===== config.mk =====
export PLATFORM = sky130hd
export DESIGN_NAME = arat_cmp
export DESIGN_NICKNAME = d
export VERILOG_FILES = /design/src/sv/arat_pkg.sv /design/src/sv/arat_cmp.sv
export SDC_FILE = /design/constraint.sdc
export NUM_CORES = 1
export LEC_CHECK = 0
export CAP_MARGIN = 10
export CORE_MARGIN = 2
export CORE_UTILIZATION = 60
export DETAILED_ROUTE_END_ITERATION = 12
export DONT_BUFFER_PORTS = 1
export GPL_ROUTABILITY_DRIVEN = 0
export PLACE_DENSITY = 0.79
export SLEW_MARGIN = 10
export SYNTH_ARGS = -nofsm -noshare
export SYNTH_HDL_FRONTEND = slang
export SYNTH_SLANG_ARGS = --single-unit

===== constraint.sdc =====
create_clock -name vclk -period 3.4
set_input_delay 0 -clock vclk [all_inputs]
set_output_delay 0 -clock vclk [all_outputs]
set_load 0.03 [all_outputs]

===== src/sv/arat_pkg.sv =====
package arat_pkg;

    localparam int SLOTS     = 64;
    localparam int ADDR_BITS = 48;
    localparam int SLOT_BITS = (SLOTS > 1) ? $clog2(SLOTS) : 1;
    localparam int CNT_BITS  = SLOT_BITS + 1;
    localparam int ST_BITS   = 3;

    // request kinds
    localparam logic REQ_ALLOC = 1'b0;
    localparam logic REQ_FREE  = 1'b1;

    // result codes
    localparam logic [ST_BITS-1:0] ST_OK        = 3'd0;
    localparam logic [ST_BITS-1:0] ST_START_OUT = 3'd1;
    localparam logic [ST_BITS-1:0] ST_END_OUT   = 3'd2;
    localparam logic [ST_BITS-1:0] ST_OVERLAP   = 3'd3;
    localparam logic [ST_BITS-1:0] ST_BAD_FREE  = 3'd4;
    localparam logic [ST_BITS-1:0] ST_FULL      = 3'd5;

    typedef logic [ADDR_BITS-1:0] t_addr;

    typedef enum logic [3:0] {
        S_IDLE  = 4'b0001,
        S_CHECK = 4'b0010,
        S_SCAN  = 4'b0100,
        S_DONE  = 4'b1000
    } t_state;

    // flags from the slot compare unit
    typedef struct packed {
        logic overlap;
        logic match;
    } t_cmp_flags;

endpackage


===== src/sv/arat_cmp.sv =====
module arat_cmp
    import arat_pkg::*;
(
    input  t_addr      i_req_addr,
    input  t_addr      i_req_len,
    input  t_addr      i_slot_start,
    input  t_addr      i_slot_len,
    output t_cmp_flags o_flags
);

    t_addr w_d_req;
    t_addr w_d_slot;

    // half-open ranges overlap when either start falls inside the other range
    assign w_d_req  = i_req_addr - i_slot_start;
    assign w_d_slot = i_slot_start - i_req_addr;

    assign o_flags.overlap = (w_d_req < i_slot_len) || (w_d_slot < i_req_len);
    assign o_flags.match   = (i_slot_start == i_req_addr);

endmodule


==> impl.org <==
** Status
- The flow ran to the end, but the final reports show violations.
- The final reports fail on setup timing.

** Timing
- After layout, the worst setup slack is -0.4425 ns.
- Of the available clock period, the critical path in the final layout requires 1.130.
- The number of max-slew violations in the final report came to 0.
- For the finished layout, the period the worst path requires is 3.842 ns.
- Static timing analysis puts the maximum clock frequency at 260.3 MHz.
- Setup repair after global routing could not meet its margin everywhere.
- Transition time at the pin with the least slew margin :: 0.6564 ns
- Setup violations remaining at the end of the flow were counted as 1.
- Final hold violations :: 0
- Sum of negative setup slack :: -0.4425 ns
- Worst slew margin relative to its limit :: 0.5578

** Final layout
- The number of antenna diodes in the final layout is 0.
- Fraction of layout instances using a drive strength above 1 :: 0.2462
- Summing all non-filler instances in the final layout gives an area of 10,340 um^2.
- The area growth from synthesis to layout is 26.70%.
- After the last flow step, the layout net total stands at 1,753.
- Utilization of the core after routing :: 0.7811
- The design has 0 sequential cells.
- Filler Cell Count :: 936
- The layout has 0 clock buffers.
- The multi-input combinational cells in the finished layout cover a total of 7520 um^2.
- Registers take 0 um^2.

** Setup path
- For this run, the slowest stage of the critical path takes 0.45 ns.
- In this run the worst setup path begins at i_req_addr[6].
- Data on the critical path is required at its endpoint by 3.40 ns.
- Critical path endpoint :: o_flags[1]
- STA classifies the critical path startpoint as an input pin.
- The signal on the critical path passes through inv_1 -> ha_4 -> nand2_1 -> nor2_2 -> a21oi_4 -> o31ai_4 -> a31oi_4 -> o221ai_4 -> nand4_1 -> o311a_1 -> ha_1 -> nand4_1 -> nor4_2 -> nor2b_2 -> a211oi_2 -> a211oi_2 -> buf_4 -> o22ai_4 -> buf_12.
- The largest individual stage delay along the critical path comes from the cell sky130_fd_sc_hd__nor4_2.
- Worst setup path category :: input pin to output port
- Arrival time reported for the critical path endpoint :: 3.84 ns
- Along the worst path, the maximum fanout reaches 5.
- The worst setup path is captured at an output port.

** Pwr
- Leakage dissipation :: 0.005651 uW
- Power Internal :: 1125 uW
- Switching power :: 1322 uW
- The share of total power dissipated in sequential elements is 0.
- Of the total power, the share spent switching nets is 0.5404.
- Combinational Power Share :: 1.000
- Worst VDD drop :: 0.1292 mV
- Power spread over the standard cell area amounts to 236.6 nW/um^2.
- Of the total power, the clock network draws 0.

** Placed design
- Standard cell area after detailed placement :: 9781 um^2
- HPWL reported at the end of detailed placement :: 24,150 um
- Worst setup slack before clock tree synthesis :: -0.6695 ns
- Input/output buffers :: 0

** Detailed routing
- Across all layers, the routed design uses 9,936 vias.
- Violation count after the first detailed-route iteration :: 1,219
- Number of detailed-route iterations in the first pass :: 7
- Once detail routing completed, the nets flagged for antenna violations numbered 0.
- After detailed routing, the number of remaining DRC violations is 0.
- Wire length per cell :: 19.44 um
- Total detailed-routing wirelength :: 30,030 um
- Routed via count divided by cell count :: 6.431

** Global routing
- Global routing met3 resource utilization :: 0.05000
- Entering global routing, the biggest net connects 15 pins.
- Remaining global-route overflow :: 0
- Vias in the first global route :: 9,536
- In the global route stage, met1 resource usage came out at 0.4615.
- Layer carrying the most global-route usage :: met2
- Global Route Usage Sum :: 0.3745
- The first global-routing pass estimated 44,780 um of wire.
- The number of antenna violations at the first check in global routing is 0.
- Met2 track demand over resource in global routing :: 0.6324

** Die
- Starting Density :: 0.6165
- Width of the chip :: 120.7 um
- The die covers 14,560 um^2.
- The die is 120.7 um tall.
- Floorplan Core Area :: 13,240 um^2
- Placement Rows :: 42
- 194 I/O pins were placed.

** Synthesis
- The synthesized netlist contains 73 unique library cells.
- Yosys warnings :: 0
- Post-synthesis sequential area ratio :: 0
- Syn Inst Count :: 1,184
- Average size of a mapped cell :: 6.895 um^2
- Netlist area before placement :: 8164 um^2
- The number of nets in the synthesized netlist is 1,566.

** Clocking
- Buffers inserted to repair hold after CTS numbered 0.

** Hold path
- HP Start :: i_slot_start[47]
- The path class of the tightest hold or removal check is input pin to output port.

** Flow run
- Max-cap check violation count :: 0
[layout make-up]
type	instances	share of cell area
inverter	219	0.08068
tap	176	0.02129
multi-input combinational	917	0.7270
timing repair buffer	233	0.1710
[metrics by stage]
stage	instances	hold slack, ns	power, uW
floorplan	1184	0.2821	1404
global placement	1529	0.4103	2096
detailed placement	1529	0.4038	2174
CTS	1537	0.4059	2257
global route	1545	0.4261	2629
finish	1545	0.4025	2447
[power groups by stage]
stage	Sequential [uW]	Combinational, uW	Clock, uW
2_1_floorplan	0	1400	0
3_3_place_gp	0	2100	0
3_5_place_dp	0	2170	0
4_1_cts	0	2260	0
5_1_grt	0	2630	0
6_report	0	2450	0
[synthesized netlist by cell type (17+ instances only)]
library cell | n | share of area
sky130_fd_sc_hd__inv_1 | 219 | 0.10
sky130_fd_sc_hd__ha_1 | 188 | 0.29
sky130_fd_sc_hd__a21oi_1 | 141 | 0.086
sky130_fd_sc_hd__a21o_1 | 81 | 0.074
sky130_fd_sc_hd__xnor2_1 | 67 | 0.072
sky130_fd_sc_hd__nand2_1 | 58 | 0.027
sky130_fd_sc_hd__nor2_1 | 57 | 0.026
sky130_fd_sc_hd__o21ai_0 | 53 | 0.032
sky130_fd_sc_hd__nand4_1 | 46 | 0.035
sky130_fd_sc_hd__o21bai_1 | 29 | 0.027
sky130_fd_sc_hd__buf_2 | 25 | 0.015
sky130_fd_sc_hd__xor2_1 | 23 | 0.025
sky130_fd_sc_hd__o21ai_1 | 17 | 0.010
[logic make-up (layout without fill, tap and decap cells)]
| family | count (synthesis) | count (layout) | synth area share |
|---|---|---|---|
| AO/OA/AOI/OAI | 410 | 410 | 0.3396 |
| buffers and inverters | 267 | 452 | 0.1323 |
| AND/OR/NAND/NOR | 226 | 226 | 0.1373 |
| adder cells (fa/ha/maj) | 190 | 190 | 0.2930 |
| XOR/XNOR | 90 | 90 | 0.09655 |
| multiplexers | 1 | 1 | 0.001226 |
[worst max-delay path, delay by kind of cell]
| family | cells | cell delay, ns |
|---|---|---|
| AND/OR/NAND/NOR | 6 | 1.38 |
| buffers and inverters | 3 | 0.36 |
| AO/OA/AOI/OAI | 8 | 1.47 |
| adder cells (fa/ha/maj) | 2 | 0.61 |
[cell usage in the layout, fill, tap and decap left out, drive strengths merged, types with 2 or more instances in the layout]
cell / n
a2111oi: 4
a211o: 2
a211oi: 11
a21boi: 9
a21o: 81
a21oi: 149
a221o: 2
a221oi: 7
a31oi: 10
and3: 3
and4: 6
buf: 233
fa: 2
ha: 188
inv: 218
nand2: 59
nand2b: 4
nand3: 13
nand3b: 2
nand4: 46
nor2: 58
nor2b: 5
nor3: 13
nor4: 3
o211ai: 5
o21a: 3
o21ai: 75
o21bai: 29
o221ai: 3
o22ai: 2
o311ai: 2
o31a: 2
o31ai: 8
or2: 4
or3: 5
or4: 2
xnor2: 67
xor2: 23
[worst min path at each step]
| stage | endpoint | depth (start not counted) |
|---|---|---|
| after floorplan | o_flags[0] | 3 |
| after global placement | o_flags[0] | 4 |
| after detailed placement | o_flags[0] | 4 |
| after CTS | o_flags[0] | 4 |
| after global routing | o_flags[0] | 4 |
| final | o_flags[0] | 4 |
[timing repair]
action	4_1_cts	5_1_grt
gates resized for setup	42	52
pin swaps	36	29
buffers inserted	8	8
hold endpoints to repair	0	0
setup endpoints to repair	1	1
[metal layers]
layer	up-vias	share of wire
li1	4485	-
met1	4516	0.38
met2	749	0.45
met3	186	0.11
met4	0	0.068
met5	-	0
Power figures use the tool's default switching activity.
