[src/sv/arat_ram.sv]
module arat_ram #(
    parameter int WIDTH = 8,
    parameter int DEPTH = 16
) (
    input  logic                     i_clk,
    input  logic                     i_we,
    input  logic [$clog2(DEPTH)-1:0] i_waddr,
    input  logic [WIDTH-1:0]         i_wdata,
    input  logic                     i_re,
    input  logic [$clog2(DEPTH)-1:0] i_raddr,
    output logic [WIDTH-1:0]         o_rdata
);

    logic [WIDTH-1:0] r_mem [DEPTH];
    logic [WIDTH-1:0] r_rdata;

    // write port
    always_ff @(posedge i_clk) begin
        if (i_we) begin
            r_mem[i_waddr] <= i_wdata;
        end
    end

    // registered read port
    always_ff @(posedge i_clk) begin
        if (i_re) begin
            r_rdata <= r_mem[i_raddr];
        end
    end

    assign o_rdata = r_rdata;

endmodule

[config.mk]
export PLATFORM = sky130hd
export DESIGN_NAME = arat_ram
export DESIGN_NICKNAME = d
export VERILOG_FILES = /design/src/sv/arat_ram.sv
export SDC_FILE = /design/constraint.sdc
export NUM_CORES = 1
export LEC_CHECK = 0
export BUFFER_PORTS_ARGS = -buffer_cell sky130_fd_sc_hd__buf_2
export CAP_MARGIN = 20
export CELL_PAD_IN_SITES_DETAIL_PLACEMENT = 0
export CELL_PAD_IN_SITES_GLOBAL_PLACEMENT = 1
export CORE_ASPECT_RATIO = 0.9
export CORE_MARGIN = 4
export CORE_UTILIZATION = 55
export CTS_BUF_LIST = sky130_fd_sc_hd__clkbuf_2 sky130_fd_sc_hd__clkbuf_4 sky130_fd_sc_hd__clkbuf_8
export CTS_CLUSTER_DIAMETER = 50
export DETAILED_ROUTE_END_ITERATION = 8
export PLACE_DENSITY = 0.84
export SYNTH_ARGS = -nofsm -noshare
export SYNTH_HDL_FRONTEND = slang
export SYNTH_SLANG_ARGS = --single-unit
[constraint.sdc]
create_clock -name i_clk -period 4.55 [get_ports i_clk]
set_clock_uncertainty 0.05 [all_clocks]
set_input_delay 0.455 -clock i_clk [delete_from_list [all_inputs] [get_ports i_clk]]
set_output_delay 0.455 -clock i_clk [all_outputs]
set_load 0.005 [all_outputs]
==> results of run 1 <==
final cells by class:
| cell class | instances | area [um^2] | share of cell area, % |
|---|---|---|---|
| sequential | 136 | 4080 | 70.2 |
| multi-input combinational | 83 | 1060 | 18.2 |
| clock buffer | 20 | 256 | 4.41 |
| timing repair buffer | 30 | 160 | 2.75 |
| tap | 122 | 153 | 2.62 |
| clock inverter | 11 | 108 | 1.85 |
metrics by stage:
step | std cells | util [%] | setup WS (ns)
floorplan | 229 | - | 2.55
global placement | 371 | 59.2 | 1.90
detailed placement | 371 | 59.2 | 1.88
CTS | 402 | 63.2 | 2.34
global route | 402 | 63.2 | 2.24
finish | 402 | 63.2 | 2.35
power breakdown:
part           internal [mW]  switching, mW  leakage, nW
logic                 0.0492         0.0701        0.494
registers               1.41        0.00825         1.24
clock network          0.493          0.413        0.189
total                   1.95          0.491         1.92
cells in the final DEF, fill, tap and decap left out:
master        n
buf_4         4
a22oi_1      16
or3b_2        1
nor3_1        4
and2_1        1
edfxtp_1    136
clkbuf_8     17
and2b_1       1
clkinv_4      1
clkbuf_4      3
nor2_1       13
nand2b_1      2
nand2_1       9
clkinvlp_4    1
bufinv_16     2
clkinv_1      3
mux4_1       14
nand3_1       1
nand3b_1      2
clkinv_2      4
buf_2        26
mux4_2       18
nor2b_1       1
worst reg2reg max path: stages, from the launching register on:
cell	delay, ns
edfxtp_1	0.38
mux4_1	0.50
a22oi_1	0.32
nand2_1	0.08
metal layers:
layer / global-route usage [%] / share of wire, % / up-vias
met3: 5.58 / 8.1 / 8
met5: 0 / 0 / -
met1: 25.7 / 41 / 1237
met4: 5.87 / 0.91 / 0
li1: - / - / 1054
met2: 29.0 / 50 / 108
worst max path at each step:
stage	cells past startpoint	end	slack, ns
2_1_floorplan	2	r_mem[0][0]$_DFFE_PP_	2.55
3_3_place_gp	4	o_rdata[1]$_DFFE_PP_	1.90
3_5_place_dp	4	o_rdata[1]$_DFFE_PP_	1.88
4_1_cts	4	o_rdata[1]$_DFFE_PP_	2.34
5_1_grt	4	o_rdata[1]$_DFFE_PP_	2.24
6_report	4	o_rdata[1]$_DFFE_PP_	2.35
logic make-up (layout without fill, tap and decap cells):
group / Yosys count / after routing
AO/OA/AOI/OAI: 16 / 16
buffers and inverters: 10 / 61
flip-flops: 136 / 136
multiplexers: 32 / 32
AND/OR/NAND/NOR: 35 / 35
registers in the layout, indices dropped and copies added (netlist names):
| signal | count |
|---|---|
| r_mem | 128 |
| o_rdata | 8 |
==> metrics.txt, run 1 <==
iteration-0 DRC count of the detailed router 163; max cap viols 0; Synth area leader edfxtp_1; # rows 33; critical-path cell list buf_2 -> mux4_1 -> a22oi_1 -> nand2_1; synth cell count leaders edfxtp_1 (136), mux4_2 (18), a22oi_1 (16); post_cts resized 0; most frequent cell after synthesis edfxtp_1; worst skew pair latency 0.41 ns; Die ar. 11,100 um^2; initial core utilization 56.8%; Nets 287; final cycle utilization of the critical path 48.3%; post-synth top area share 78.1%; pwr/cell area 420 nW/um^2; depth of the worst register-to-register path 3; largest family of logic cells by synthesized area multiplexers; Min-Delay Startpoint i_wdata[5]; Worst path slowest cell buf_2; diode count 0; Clock transition at path regs 0.07 ns; detailed-route via count 2,407; Pwr Total between 2 and 2.5 mW; TritonCTS Buffers 17; ys async rst share 0%; global-route usage over all layers 18.5%; complex-gate fraction of the synthesized area 2.30%; Core Region 9210 um^2; worst min-delay path class in2reg; mux cell area share after synthesis 14.8%; Yosys reg bits 136; critical path class in2reg; FF-to-FF setup slack 2.99 ns; vias in the first global route 2,474; Setup violations, final 0; Tmin final ~2.2 ns; htree depth 4; Worst setup SP type primary input; die width 111 um; Final HPWL DP about 6.1 mm; sequential-to-total area share from yosys stat 78.1%; Detailed Routing Iterations Pass 1 7; Critical path origin i_raddr[0]; crit-path leading delay family buffers and inverters; Top FF cell, synth edfxtp_1; syn_area_per_cell 22.8 um^2; Yosys warning count 0; FILL cells about 590; initial antenna violation count 0; Yosys cell types 18; Port Buffer Count 26; Final Hold Vio Count 0; Worst Setup End Kind register; FMAX 0.455 GHz; area grow syn2layout 11.3%; crit-path max cell delay between 0.7 and 0.8 ns; Hold Crit Endpoint r_mem[11][5]$_DFFE_PP_; Post-CTS Hold Fix Bufs 0; simple-gate share of the synthesized area between 3 and 4%; die height 100 um; I/O Pins 27; drt wl/cell 24.2 um; Routed Antenna Nets 0; XOR/XNOR share of the synthesized area 0%; Cell Area, Synth 5230 um^2; FF-to-FF Start r_mem[2][1]$_DFFE_PP_; share of cells above drive strength 1 27.5%; RSZ-0062 raised after global routing false; CP bufs+invs 1; CTS sink cnt between 100 and 150; first-pass GRT wire length 14.6 mm; slew at the pin closest to its max-slew limit 1.05 ns; Post-synth EDFFs 136; Worst Path Arrival ~2.3 ns; Peak VDD IR 0.234 mV; worst-path fanout max 32; Routed Wire Length 9.72 mm; Fin Setup TNS 0 ns; clock root buffer clkbuf_8; Cells after Synth 229; Longest Clk Path Bufs 2; gp weighted congestion 0.713; gr ovfl total 0; Syn Nets 248; Fin Hold WS 0.367 ns; TritonCTS clock tree yes; Post-Synth Adder-Cell Area 0%; Critical Path RT 4.67 ns; Final Max Tran Viols 0; detailed-route DRC error count 0; worst hold stages 1; Via density about 6; post-CTS setup buffer count 0; final instance area 5820 um^2; dpl cell area 5450 um^2; largest net degree at the start of global routing 33; Area contributors post-synth edfxtp_1 (78%), mux4_2 (7.8%), mux4_1 (7.0%), a22oi_1 (2.3%), nor2_1 (0.93%); Max-Slew Margin vs Limit between 20 and 30%; leakage between 1.5 and 2 nW; Reg-to-Reg End o_rdata[1]$_DFFE_PP_; status finished clean
(Power assumes the default switching activity.)
==> run 2, diff against run 1 <==
==> constraint.sdc (replaced) <==
create_clock -name i_clk -period 2.3 [get_ports i_clk]
set_clock_uncertainty 0.05 [all_clocks]
set_input_delay 0.23 -clock i_clk [delete_from_list [all_inputs] [get_ports i_clk]]
set_output_delay 0.23 -clock i_clk [all_outputs]
set_load 0.005 [all_outputs]
==> run 2 against run 1 <==
Against the previous run: sequential share of layout area down 3.3 points; combinational power up 120%; clock power rose to 2.5 times the previous value; critical path depth decreased by 1; design area up 4.9%; die area unchanged; non-clock buffer count up 16; critical path type is now reg2reg; largest cell class unchanged.
==> metrics.txt, run 2 (synthesized netlist as in run 1, its figures left out) <==
Worst setup SP type register; htree depth 4 (unchanged); first-pass GRT wire length 15.7 mm (+7.2%); CTS sink cnt 136 (unchanged); Setup violations, final 0 (unchanged); Placed Cells 387 (+4.3%); die height 100 um (unchanged); FMAX roughly 0.64 GHz; Final Max Tran Viols 0 (unchanged); worst min-delay path class in2reg; max cap viols 0 (unchanged); CP bufs+invs 0 (-1); detailed-route DRC error count 0 (unchanged); Worst Setup End Kind register; status finished clean; Max-Slew Margin vs Limit 51.5% (+22 points); pwr/cell area 878 nW/um^2 (+110%); setup ws final 0.734 ns (-1.62 ns); drt wl/cell 24.3 um (+0.32%); detailed-route via count 2,512 (+4.4%); # rows 33 (unchanged); gp weighted congestion 0.715 (+0.29%); Worst Path Arrival 1.68 ns (-0.63 ns); iteration-0 DRC count of the detailed router 194 (+19%); critical-path cell list mux4_1 -> a22oi_1 -> nand2_1; final cycle utilization of the critical path 68.1%; Multi-input gate area 1060 um^2 (unchanged); Core Region 9210 um^2 (unchanged); Nets 303 (+5.6%); clock root buffer clkbuf_8; RSZ-0062 raised after global routing false; TritonCTS clock tree yes; Critical Path RT 2.41 ns (-2.26 ns); Die ar. 11,100 um^2 (unchanged); vias in the first global route 2,645 (+6.9%); post_cts resized 0 (unchanged); largest net degree at the start of global routing 17 (-48%); TritonCTS Buffers 17 (unchanged); commonest non-fill, non-tap cell in the layout edfxtp_1; Routed Wire Length 10.2 mm (+4.6%); fin cells 419 (+4.2%); Final HPWL DP 6.55 mm (+7.0%); max reg flops 128 (unchanged); diode count 0 (unchanged); leakage 2.07 nW (+8.0%); initial core utilization 56.8% (unchanged); Final Hold Vio Count 0 (unchanged); Routed Antenna Nets 0 (unchanged); share of cells above drive strength 1 32.3% (+4.8 points); post-CTS setup buffer count 0 (unchanged); gr ovfl total 0 (unchanged); Largest Register r_mem; Clock transition at path regs 0.08 ns (about the same); FILL cells 610 (+3.7%); die width 111 um (unchanged); worst-path fanout max 1 (-97%); Tmin final around 1.6 ns; DP Worst Slack 0.327 ns (-1.55 ns); Post-CTS Hold Fix Bufs 0 (unchanged); most frequent cells in the layout edfxtp_1 (136), buf_2 (26), mux4_2 (18); Via density 6.00 (+0.13%); Detailed Routing Iterations Pass 1 4 (-3); Worst path slowest cell mux4_1; crit-path max cell delay 0.58 ns (-0.20 ns); initial antenna violation count 0 (unchanged); Fin Setup TNS 0 ns (unchanged); Reg area 4080 um^2 (unchanged); Pwr Total 5.36 mW (+120%); crit-path leading delay family multiplexers; I/O Pins 27 (unchanged); Peak VDD IR 0.399 mV (+71%); Longest Clk Path Bufs 2 (unchanged); critical path class reg2reg; slew at the pin closest to its max-slew limit 0.726 ns (-0.324 ns); area grow syn2layout 16.8%; Port Buffer Count 26 (unchanged); worst skew pair latency 0.41 ns (about the same); global-route usage over all layers 19.6% (+1.1 points)
[run 2: worst paths after layout]
| kind | from | endpoint | slack [ns] | depth (start not counted) |
|---|---|---|---|---|
| max | r_mem[9][5]$_DFFE_PP_ | o_rdata[5]$_DFFE_PP_ | 0.73 | 3 |
| max reg2reg | r_mem[9][5]$_DFFE_PP_ | o_rdata[5]$_DFFE_PP_ | 0.73 | 3 |
| min | i_re | o_rdata[7]$_DFFE_PP_ | 0.14 | 1 |
| min reg2reg | r_mem[4][2]$_DFFE_PP_ | o_rdata[2]$_DFFE_PP_ | 0.71 | 3 |
[run 2: area by class of cell]
class                           count  area share (%)
Timing Repair Buffer               46            5.41
Clock inverter                     12            3.65
Sequential cell                   136            66.9
Tap cell                          122            2.50
Multi-Input combinational cell     83            17.3
Clock buffer                       20            4.20
[run 2: power breakdown]
| part | switching [mW] | internal [mW] | leakage (nW) | total, mW |
|---|---|---|---|---|
| Combinational | 0.146 | 0.114 | 0.597 | 0.260 |
| Clock | 0.856 | 1.44 | 0.239 | 2.29 |
| Sequential | 0.0167 | 2.79 | 1.24 | 2.81 |
[run 2: per-layer routing]
metal	track usage, %	vias to the layer above	routed length, um
li1	-	1091	-
met3	4.50	7	740
met1	26.4	1322	4060
met2	32.3	92	5280
met4	6.82	0	85
met5	0	-	0
[run 2: metrics by stage]
| stage | instance area (um^2) | hold WS, ns | utilization [%] |
|---|---|---|---|
| 2_1_floorplan | 5230 | 0.279 | - |
| 3_3_place_gp | 5620 | 0.565 | 61.1 |
| 3_5_place_dp | 5620 | 0.567 | 61.1 |
| 4_1_cts | 6100 | 0.118 | 66.3 |
| 5_1_grt | 6100 | 0.121 | 66.3 |
| 6_report | 6100 | 0.144 | 66.3 |
